### config.mk
export PLATFORM = sky130hd
export DESIGN_NAME = linear_array_deque_unit_flat
export DESIGN_NICKNAME = d
export VERILOG_FILES = /design/src/hw/rtl/lad_pkg.sv /design/src/hw/rtl/lad_if.sv /design/src/hw/rtl/linear_array_deque_unit.sv /design/src/hw/rtl/lad_ctrl.sv /design/src/hw/rtl/lad_dpath.sv /design/src/flat_wrapper.sv
export SDC_FILE = /design/constraint.sdc
export NUM_CORES = 1
export LEC_CHECK = 0
export BUFFER_PORTS_ARGS = -buffer_cell sky130_fd_sc_hd__buf_2
export CAP_MARGIN = 5
export CORE_MARGIN = 2
export CORE_UTILIZATION = 55
export CTS_BUF_LIST = sky130_fd_sc_hd__clkbuf_4 sky130_fd_sc_hd__clkbuf_8
export CTS_CLUSTER_DIAMETER = 120
export CTS_CLUSTER_SIZE = 24
export DETAILED_ROUTE_END_ITERATION = 12
export HOLD_SLACK_MARGIN = 0.02
export PLACE_DENSITY = 0.82
export SLEW_MARGIN = 20
export SYNTH_ARGS = -nofsm -noshare
export SYNTH_HDL_FRONTEND = slang
export SYNTH_HIERARCHICAL = 1
export SYNTH_SLANG_ARGS = --single-unit
### constraint.sdc
create_clock -name clock -period 15.09 [get_ports clock]
set_input_delay 0.7545 -clock clock [delete_from_list [all_inputs] [get_ports clock]]
set_output_delay 0.7545 -clock clock [all_outputs]
set_load 0.01 [all_outputs]
### src/hw/rtl/lad_pkg.sv
// Package: shared constants, types and command struct for the linear array deque.
`default_nettype none
package lad_pkg;

   localparam int DEPTH    = 16;
   localparam int ADDR_W   = $clog2(DEPTH);
   localparam int MARK_W   = ADDR_W + 1;
   localparam int WORD_W   = 32;
   localparam int OCC_W    = 5;

   typedef enum logic [1:0] {
      OP_PUSH_FRONT = 2'd0,
      OP_PUSH_REAR  = 2'd1,
      OP_POP_FRONT  = 2'd2,
      OP_POP_REAR   = 2'd3
   } op_type;

   typedef enum logic [1:0] {
      ST_DONE     = 2'd0,
      ST_NO_FRONT = 2'd1,
      ST_NO_REAR  = 2'd2,
      ST_EMPTY    = 2'd3
   } status_type;

   typedef enum logic [1:0] {
      CTL_IDLE,
      CTL_EXEC,
      CTL_RESP
   } ctl_state_type;

   typedef struct packed {
      logic load;   // capture the request word
      logic exec;   // perform the operation, register the response
   } cmd_type;

endpackage
`default_nettype wire

### src/hw/rtl/lad_if.sv
// Interfaces: request and response channels of the linear array deque.
`default_nettype none
interface lad_req_if import lad_pkg::*; ();
   logic                     valid;
   logic                     ready;
   logic [1:0]               operation;
   logic signed [WORD_W-1:0] push_value;

   modport source (output valid, output operation, output push_value, input ready);
   modport sink   (input valid, input operation, input push_value, output ready);
endinterface

interface lad_rsp_if import lad_pkg::*; ();
   logic                     valid;
   logic                     ready;
   logic signed [WORD_W-1:0] pop_value;
   logic [1:0]               status;
   logic [OCC_W-1:0]         occupancy;

   modport source (output valid, output pop_value, output status, output occupancy,
                   input ready);
   modport sink   (input valid, input pop_value, input status, input occupancy,
                   output ready);
endinterface
`default_nettype wire

### src/hw/rtl/linear_array_deque_unit.sv
// Top level: double-ended queue in a linear, non-wrapping word store.
`default_nettype none
// Double-ended queue over a linear store of DEPTH (16) signed 32-bit words.
// Each request word carries one operation (push front, push rear, pop front,
// pop rear) and yields exactly one response word with the popped value, a
// status and the occupancy after the operation. The store does not wrap:
// the front mark starts at -1, so a push at the front is refused until pops
// at the front have freed slots, and room freed at one end is never usable
// from the other. Refused operations leave the queue unchanged and return
// value 0. One word is handled at a time: capture, execute (one memory
// access plus the registered read), then the response is held until taken.
// Slot contents come up undefined after reset; only written slots are ever
// read.
module linear_array_deque_unit import lad_pkg::*; (
   input  wire logic  clock,
   input  wire logic  reset,
   lad_req_if.sink    req_ch,
   lad_rsp_if.source  rsp_ch
);

   cmd_type cmd;

   lad_ctrl u_ctrl (
      .clock     (clock),
      .reset     (reset),
      .req_valid (req_ch.valid),
      .req_ready (req_ch.ready),
      .rsp_valid (rsp_ch.valid),
      .rsp_ready (rsp_ch.ready),
      .cmd       (cmd)
   );

   lad_dpath u_dpath (
      .clock      (clock),
      .reset      (reset),
      .cmd        (cmd),
      .operation  (req_ch.operation),
      .push_value (req_ch.push_value),
      .pop_value  (rsp_ch.pop_value),
      .status     (rsp_ch.status),
      .occupancy  (rsp_ch.occupancy)
   );

endmodule
`default_nettype wire

### src/hw/rtl/lad_ctrl.sv
// Controller: sequences capture, execute and response for one word at a time.
`default_nettype none
module lad_ctrl import lad_pkg::*; (
   input  wire logic    clock,
   input  wire logic    reset,
   input  wire logic    req_valid,
   output logic         req_ready,
   output logic         rsp_valid,
   input  wire logic    rsp_ready,
   output cmd_type      cmd
);

   ctl_state_type state_ff, state_in;

   always_ff @(posedge clock) begin
      if (reset) begin
         state_ff <= CTL_IDLE;
      end else begin
         state_ff <= state_in;
      end
   end

   always_comb begin
      state_in = state_ff;
      case (state_ff)
         CTL_IDLE: begin
            if (req_valid) state_in = CTL_EXEC;
         end
         CTL_EXEC: begin
            state_in = CTL_RESP;
         end
         CTL_RESP: begin
            if (rsp_ready) state_in = CTL_IDLE;
         end
         default: begin
            state_in = CTL_IDLE;
         end
      endcase
   end

   always_comb begin
      req_ready = 1'b0;
      rsp_valid = 1'b0;
      cmd       = '0;
      case (state_ff)
         CTL_IDLE: begin
            req_ready = 1'b1;
            cmd.load  = req_valid;
         end
         CTL_EXEC: begin
            cmd.exec = 1'b1;
         end
         CTL_RESP: begin
            rsp_valid = 1'b1;
         end
         default: begin
            req_ready = 1'b0;
         end
      endcase
   end

endmodule
`default_nettype wire

### src/hw/rtl/lad_dpath.sv
// Datapath: slot memory, front/rear marks and response registers.
`default_nettype none
module lad_dpath import lad_pkg::*; (
   input  wire logic                     clock,
   input  wire logic                     reset,
   input  wire cmd_type                  cmd,
   input  wire logic [1:0]               operation,
   input  wire logic signed [WORD_W-1:0] push_value,
   output logic signed [WORD_W-1:0]      pop_value,
   output logic [1:0]                    status,
   output logic [OCC_W-1:0]              occupancy
);

   localparam logic signed [MARK_W-1:0] LAST_MARK = MARK_W'(DEPTH - 1);
   localparam logic signed [MARK_W-1:0] ONE_MARK  = MARK_W'(1);

   op_type                     op_ff;
   logic signed [WORD_W-1:0]   word_ff;
   logic signed [MARK_W-1:0]   front_ff, front_in;
   logic signed [MARK_W-1:0]   rear_ff, rear_in;
   logic signed [WORD_W-1:0]   pop_value_ff;
   status_type                 status_ff, status_in;
   logic [OCC_W-1:0]           occupancy_ff;
   logic [WORD_W-1:0]          slots [DEPTH];

   logic                       empty;
   logic                       wr_en;
   logic                       rd_en;
   logic [MARK_W-1:0]          addr_mark;
   logic [ADDR_W-1:0]          addr;
   logic [MARK_W-1:0]          diff;

   // request capture
   always_ff @(posedge clock) begin
      if (cmd.load) begin
         op_ff   <= op_type'(operation);
         word_ff <= push_value;
      end
   end

   assign empty = (front_ff == rear_ff);

   always_comb begin
      front_in  = front_ff;
      rear_in   = rear_ff;
      status_in = ST_DONE;
      wr_en     = 1'b0;
      rd_en     = 1'b0;
      addr_mark = front_ff;
      case (op_ff)
         OP_PUSH_FRONT: begin
            // front mark at -1: nothing below slot 0
            if (front_ff[MARK_W-1]) begin
               status_in = ST_NO_FRONT;
            end else begin
               wr_en     = 1'b1;
               addr_mark = front_ff;
               front_in  = front_ff - ONE_MARK;
            end
         end
         OP_PUSH_REAR: begin
            if (rear_ff == LAST_MARK) begin
               status_in = ST_NO_REAR;
            end else begin
               wr_en     = 1'b1;
               addr_mark = rear_ff + ONE_MARK;
               rear_in   = rear_ff + ONE_MARK;
            end
         end
         OP_POP_FRONT: begin
            if (empty) begin
               status_in = ST_EMPTY;
            end else begin
               rd_en     = 1'b1;
               addr_mark = front_ff + ONE_MARK;
               front_in  = front_ff + ONE_MARK;
            end
         end
         OP_POP_REAR: begin
            if (empty) begin
               status_in = ST_EMPTY;
            end else begin
               rd_en     = 1'b1;
               addr_mark = rear_ff;
               rear_in   = rear_ff - ONE_MARK;
            end
         end
         default: begin
            status_in = ST_EMPTY;
         end
      endcase
   end

   assign addr = addr_mark[ADDR_W-1:0];
   assign diff = rear_in - front_in;

   always_ff @(posedge clock) begin
      if (cmd.exec && wr_en) begin
         slots[addr] <= word_ff;
      end
   end

   // registered read, forced to zero when nothing is popped
   always_ff @(posedge clock) begin
      if (cmd.exec) begin
         if (rd_en) begin
            pop_value_ff <= slots[addr];
         end else begin
            pop_value_ff <= '0;
         end
         status_ff    <= status_in;
         occupancy_ff <= OCC_W'(diff);
      end
   end

   always_ff @(posedge clock) begin
      if (reset) begin
         front_ff <= '1;
         rear_ff  <= '1;
      end else if (cmd.exec) begin
         front_ff <= front_in;
         rear_ff  <= rear_in;
      end
   end

   assign pop_value = pop_value_ff;
   assign status    = status_ff;
   assign occupancy = occupancy_ff;

endmodule
`default_nettype wire
### src/flat_wrapper.sv
// flat-port wrapper written by rule: the top's interface ports become plain ports
module linear_array_deque_unit_flat import lad_pkg::*;
  (clock, reset, req_ch_valid, req_ch_operation, req_ch_push_value, req_ch_ready, rsp_ch_valid, rsp_ch_pop_value, rsp_ch_status, rsp_ch_occupancy, rsp_ch_ready);
  lad_req_if req_ch_i ();
  lad_rsp_if rsp_ch_i ();
  input  wire logic clock;
  input  wire logic reset;
  input wire logic [$bits(req_ch_i.valid)-1:0] req_ch_valid;
  input wire logic [$bits(req_ch_i.operation)-1:0] req_ch_operation;
  input wire logic [$bits(req_ch_i.push_value)-1:0] req_ch_push_value;
  output wire logic [$bits(req_ch_i.ready)-1:0] req_ch_ready;
  output wire logic [$bits(rsp_ch_i.valid)-1:0] rsp_ch_valid;
  output wire logic [$bits(rsp_ch_i.pop_value)-1:0] rsp_ch_pop_value;
  output wire logic [$bits(rsp_ch_i.status)-1:0] rsp_ch_status;
  output wire logic [$bits(rsp_ch_i.occupancy)-1:0] rsp_ch_occupancy;
  input wire logic [$bits(rsp_ch_i.ready)-1:0] rsp_ch_ready;
  assign req_ch_i.valid = req_ch_valid;
  assign req_ch_i.operation = req_ch_operation;
  assign req_ch_i.push_value = req_ch_push_value;
  assign req_ch_ready = req_ch_i.ready;
  assign rsp_ch_valid = rsp_ch_i.valid;
  assign rsp_ch_pop_value = rsp_ch_i.pop_value;
  assign rsp_ch_status = rsp_ch_i.status;
  assign rsp_ch_occupancy = rsp_ch_i.occupancy;
  assign rsp_ch_i.ready = rsp_ch_ready;
  linear_array_deque_unit u_core (.clock(clock), .reset(reset), .req_ch(req_ch_i), .rsp_ch(rsp_ch_i));
endmodule
==> impl_metrics.toml, run 1 <==
[final_layout]
stdcell_count = 2216
multi_input_area_um2 = 6050
antenna_cells = 0
final_nets = 1661
area_growth_syn_to_layout_pct = 5.93
nFillCells = 3288
fin_util_pct = 58.7
register_area_um2 = 17800
drive_above_1_share_pct = 16.1

[timing]
tns_ns = 0
clock_skew_ns = 0.0275
slew_viol_final = 0
final_hold_viol_count = 0
rsz0062_at_grt = "no"
fin_crit_ns = 5.46
worst_pin_slew_ns = 1.07
setup_viol = 0
max_slew_margin_pct = 28.4
holdWs_ns = 0.250
fmax_ghz = 0.183
layout_setup_ws_ns = 9.63
period_share_pct = 36.2

[grt]
grt_use_total_pct = 24.2
antenna_found_initial = 0
grt_max_degree = 85
grt_first_pass_wirelength_um = 85800
grt_pass1_vias = 14500
grt-ovfl-total = 0

[clocking]
h-tree-depth = 1
cts_buffers = 28
cts_buffer_depth = 3
root_buffer = "clkbuf_8"
cts_setup_buffers = 0
cts.sinks = 597
clock_latency_ns = 0.66
cts_tree = "built"
clkTransAtPathRegs_ns = 0.15
cts_resized = 0
holdBufCountCts = 0

[critical_path]
crit_path_max_incr_delay_ns = 0.86
crit_type = "flip-flop to flip-flop"
cpMaxStageDelayCell = "edfxtp_1"
r2r_slack_ns = 9.63
rr_startpoint = "u_core/u_dpath/op_ff[0]"
worst_path_most_repeated_cell = "buf_4"
cp.arrival_ns = 5.76
cp_num_buf_inv = 3
cp_top_family = "buffers and inverters"
crit_path_end_kind = "flip-flop"
startpoint_type = "flip-flop"
worstPathCellList = "inv_1 > nand2_1 > o31ai_1 > a221oi_1 > a21o_2 > buf_4 > nand2b_1 > nor4_2 > buf_4"
r2r_cells = 9
cp_max_fo = 68
required_ns = 15.39
r2r-end = "u_core/u_dpath/slots[4][18]"

[synthesis]
ys_seq_area_share_pct = 73.1
synth_top_flop_cell = "edfxtp_1"
synthArstFlopShare_pct = 0
synth_area_leaders = "edfxtp_1, nand3_1, mux2_2, o21ai_0, mux2_1"
postSynthAreaPerCell_um2 = 15.2
synthDominantCellAreaShare_pct = 72.1
synth_edf_count = 585
yosysWarnings = 6
synthCells = 1603
netlist_area_um2 = 24400
ys_ff_latch = 597
yosysUniqueCellTypes = 65
synth_top_area_cell = "edfxtp_1"
yosysMostFrequentCell = "edfxtp_1"
synthTopCellsByCount = "edfxtp_1, nand3_1, o21ai_0"
syn_nets = 1650

[routing]
drt-total-wl_um = 56800
initialDrtViolationCount = 1947
antenna_left = 0
viasPerCell = 6.69
dr.pass1.iters = 5
wl_per_cell_um = 25.6
vias = 14800
route.detailed.drc = 0

[die]
core_area_um2 = 43900
io_pins = 79
die_h_um = 214
start_util_pct = 55.5
die_x_um = 214
dieArea_um2 = 46000
fp-row-count = 77

[power_and_ir_drop]
power_density_nw_per_um2 = 118
irDropWorstVdd_mv = 0.0831
p_leak_uw = 0.00807

[place]
dpl.cell_count = 2176
portBuffers = 78
place_congestion = 0.865
dpl_worst_slack_ns = 9.82
dpl.hpwl_um = 29100

[worst_hold_path]
holdPathStages = 1
hold_path_end = "u_core/u_dpath/word_ff[0]"
min_from = "req_ch_push_value[0]"
min_path_type = "primary input to flip-flop"

[flow_run]
cap_violations = 0

[run_status]
outcome = "finished clean"
cells by family after synthesis:
| logic type | synth area share [%] |
|---|---|
| buffers and inverters | 2.78 |
| adders and majority gates | 0.493 |
| DFF | 73.1 |
| xor gates and xnor gates | 0.575 |
| AOI/OAI and AO/OA | 9.11 |
| and+or+nand+nor | 7.96 |
| muxes | 6.00 |
metal layers:
| metal | part of all wire (%) | routed length (um) | track usage (%) |
|---|---|---|---|
| met1 | 39 | 22200 | 33.3 |
| met2 | 48 | 27300 | 39.5 |
| met3 | 9.5 | 5390 | 3.26 |
| met4 | 3.4 | 1920 | 9.42 |
| met5 | 0 | 0 | 0 |
cell type report:
class | count | area share, %
clock inverter | 1 | 0.0194
timing repair buffer | 115 | 2.59
sequential | 597 | 69.0
clock buffer | 39 | 1.84
multi-input combinational | 856 | 23.5
tap | 592 | 2.87
inverter | 16 | 0.233
worst max-delay path by stage:
stage	cells after the start	to	slack, ns	from
after CTS	9	u_core/u_dpath/slots[0][19]	9.78	u_core/u_dpath/op_ff[0]
after global routing	10	u_core/u_dpath/slots[5][26]	9.36	u_core/u_dpath/rear_ff[0]
after detailed placement	9	u_core/u_dpath/slots[4][16]	9.82	u_core/u_dpath/op_ff[0]
final	9	u_core/u_dpath/slots[4][18]	9.63	u_core/u_dpath/op_ff[0]
after floorplan	9	u_core/u_dpath/slots[12][0]	9.47	u_core/u_dpath/rear_ff[1]
after global placement	9	u_core/u_dpath/slots[4][16]	9.97	u_core/u_dpath/op_ff[0]
power by group:
part,leakage [uW],internal [uW],switching [uW]
sequential,0.00540,1860,35.4
combinational,0.00241,151,344
clock,0.000258,202,455
state kept, by name (all words and copies together) (netlist names), 5 cells and up:
signal                    flops
u_core/u_dpath/front_ff       5
u_core/u_dpath/occupancy      5
u_core/u_dpath/pop_value     32
u_core/u_dpath/rear_ff        5
u_core/u_dpath/slots        512
u_core/u_dpath/word_ff       32
through the flow:
| stage | total power (uW) | area, um2 |
|---|---|---|
| CTS | 3040 | 25800 |
| finish | 3050 | 25800 |
| global placement | 2410 | 25300 |
| floorplan | 2270 | 24400 |
| detailed placement | 2420 | 25300 |
| global route | 3150 | 25800 |
layout by cell type (no fill, tap or decap), types with 14 or more instances in the layout:
master / count
nand3_1: 265
nand4_1: 35
edfxtp_1: 585
mux2_2: 71
o211ai_1: 69
o21ai_0: 138
mux2_1: 57
o2111ai_1: 65
a21oi_1: 16
clkbuf_8: 29
nor2_1: 15
inv_1: 15
xnor2_1: 14
buf_2: 78
buf_4: 37
nand2_1: 17
Note: power is estimated with default switching activity, not from simulation.
==> inputs of run 2 (changes only) <==
clock period = 5.4 ns   (was 15.09 ns; I/O delays follow)
==> impl_metrics.toml, run 2 (synthesized netlist as in run 1, its figures left out) <==
[clocking]
clkTransAtPathRegs_ns = 0.14
cts.sinks = 597
root_buffer = "clkbuf_8"
cts_buffer_depth = 3
h-tree-depth = 1
cts_buffers = 28
clock_latency_ns = 0.70
cts_tree = "built"

[critical_path]
r2r-end = "u_core/u_dpath/pop_value[6]"
required_ns = 5.77
crit_type = "flip-flop to flip-flop"
crit_path_start = "u_core/u_dpath/rear_ff[0]"
r2r_cells = 10
rr_startpoint = "u_core/u_dpath/rear_ff[0]"
startpoint_type = "flip-flop"
cp_max_fo = 31
cp.arrival_ns = 4.51
crit_path_end_kind = "flip-flop"
endpoint = "u_core/u_dpath/pop_value[6]"
r2r_slack_ns = 1.26

[grt]
grt_use_total_pct = 24.5
grt-ovfl-total = 0
antenna_found_initial = 0
grt_max_degree = 128
grt_pass1_vias = 14400
grt_first_pass_wirelength_um = 87100

[final_layout]
final_area_um2 = 26400
regMostFlops = "u_core/u_dpath/slots"
antenna_cells = 0
largest_register_ffs = 512
drive_above_1_share_pct = 16.3
layout_common_cells = "edfxtp_1, nand3_1, o21ai_0, buf_2, mux2_2"
mostFrequentLayoutCell = "edfxtp_1"
final_nets = 1707
fin_util_pct = 60.0
nFillCells = 3237
area_growth_syn_to_layout_pct = 8.23

[place]
place_congestion = 0.843
placement.cell_area_um2 = 25500
dpl_worst_slack_ns = 1.41
portBuffers = 78
dpl.hpwl_um = 31200

[power_and_ir_drop]
p_leak_uw = 0.00831
power_density_nw_per_um2 = 325
irDropWorstVdd_mv = 0.225

[die]
die_h_um = 214
io_pins = 79
dieArea_um2 = 46000
die_x_um = 214
core_area_um2 = 43900
fp-row-count = 77
start_util_pct = 55.5

[routing]
antenna_left = 0
dr.pass1.iters = 7
initialDrtViolationCount = 2078
viasPerCell = 6.61
vias = 15000
route.detailed.drc = 0
wl_per_cell_um = 25.4
drt-total-wl_um = 57400

[run_status]
outcome = "finished clean"

[worst_hold_path]
min_path_type = "primary input to flip-flop"
holdPathStages = 2

[timing]
layout_setup_ws_ns = 1.26
setup_viol = 0
clock_skew_ns = 0.0585
max_slew_margin_pct = 22.3
fmax_ghz = 0.242
slew_viol_final = 0
worst_pin_slew_ns = 1.16
fin_crit_ns = 4.14
rsz0062_at_grt = "no"
period_share_pct = 76.7
final_hold_viol_count = 0

[flow_run]
cap_violations = 0
[run 2: changes by cell type in the layout (fill, tap and decap cells not counted), sizes merged]
| cell | delta |
|---|---|
| dlygate4sd3 | +36 |
| buf | +10 |
| clkbuf | +1 |
| inv | +1 |
[run 2: worst max-delay path, cell delays in order, from the launching register on]
cell and delay [ns]:
dfxtp_1 0.34, buf_4 0.21, ha_1 0.30, and4b_1 0.41, nor3_1 0.17, a311o_2 0.42
nor2_4 0.50, buf_4 0.55, mux2_1 0.38, o211ai_1 0.29, nand4_1 0.20
[run 2: repair_timing]
action	in CTS	in global routing
hold buffers	36	0
setup buffers	0	0
resized for setup	0	0
hold endpoints to repair	46	0
[run 2: where the power goes]
part           switching [uW]  internal (uW)
Clock                    1270            569
Combinational             985            453
Sequential               94.8           5190
Total                    2350           6220
[run 2: cell type report]
| cell class | instances | area [um2] | area share [%] |
|---|---|---|---|
| clock inverter | 2 | 13.8 | 0.0522 |
| timing repair buffer | 161 | 1170 | 4.42 |
| clock buffer | 40 | 475 | 1.80 |
| inverter | 16 | 60.1 | 0.228 |
| multi-input combinational | 856 | 6110 | 23.2 |
| sequential | 597 | 17800 | 67.5 |
| tap | 592 | 741 | 2.81 |
[run 2: through the flow]
step	hold slack [ns]	instances	setup TNS (ns)	power [uW]
global placement	0.446	2186	0	6750
floorplan	0.364	1603	-13.91	6350
detailed placement	0.448	2186	0	6790
CTS	0.225	2264	0	8580
global route	0.249	2264	0	8850
finish	0.265	2264	0	8570
[run 2: how the worst min path moves through the flow]
stage	from	slack (ns)	to
floorplan	reset	0.36	u_core/u_dpath/front_ff[1]
global placement	req_ch_push_value[17]	0.45	u_core/u_dpath/word_ff[17]
detailed placement	req_ch_push_value[19]	0.45	u_core/u_dpath/word_ff[19]
CTS	req_ch_operation[1]	0.22	u_core/u_dpath/op_ff[1]
global route	req_ch_operation[0]	0.25	u_core/u_dpath/op_ff[0]
finish	req_ch_push_value[26]	0.27	u_core/u_dpath/word_ff[26]
[run 2: metal layers]
layer / GRT usage, % / up-vias / wire (um)
li1: - / 6474 / -
met4: 7.59 / 0 / 1570
met1: 34.6 / 7530 / 23000
met5: 0 / - / 0
met2: 40.7 / 864 / 28200
met3: 2.43 / 106 / 4650
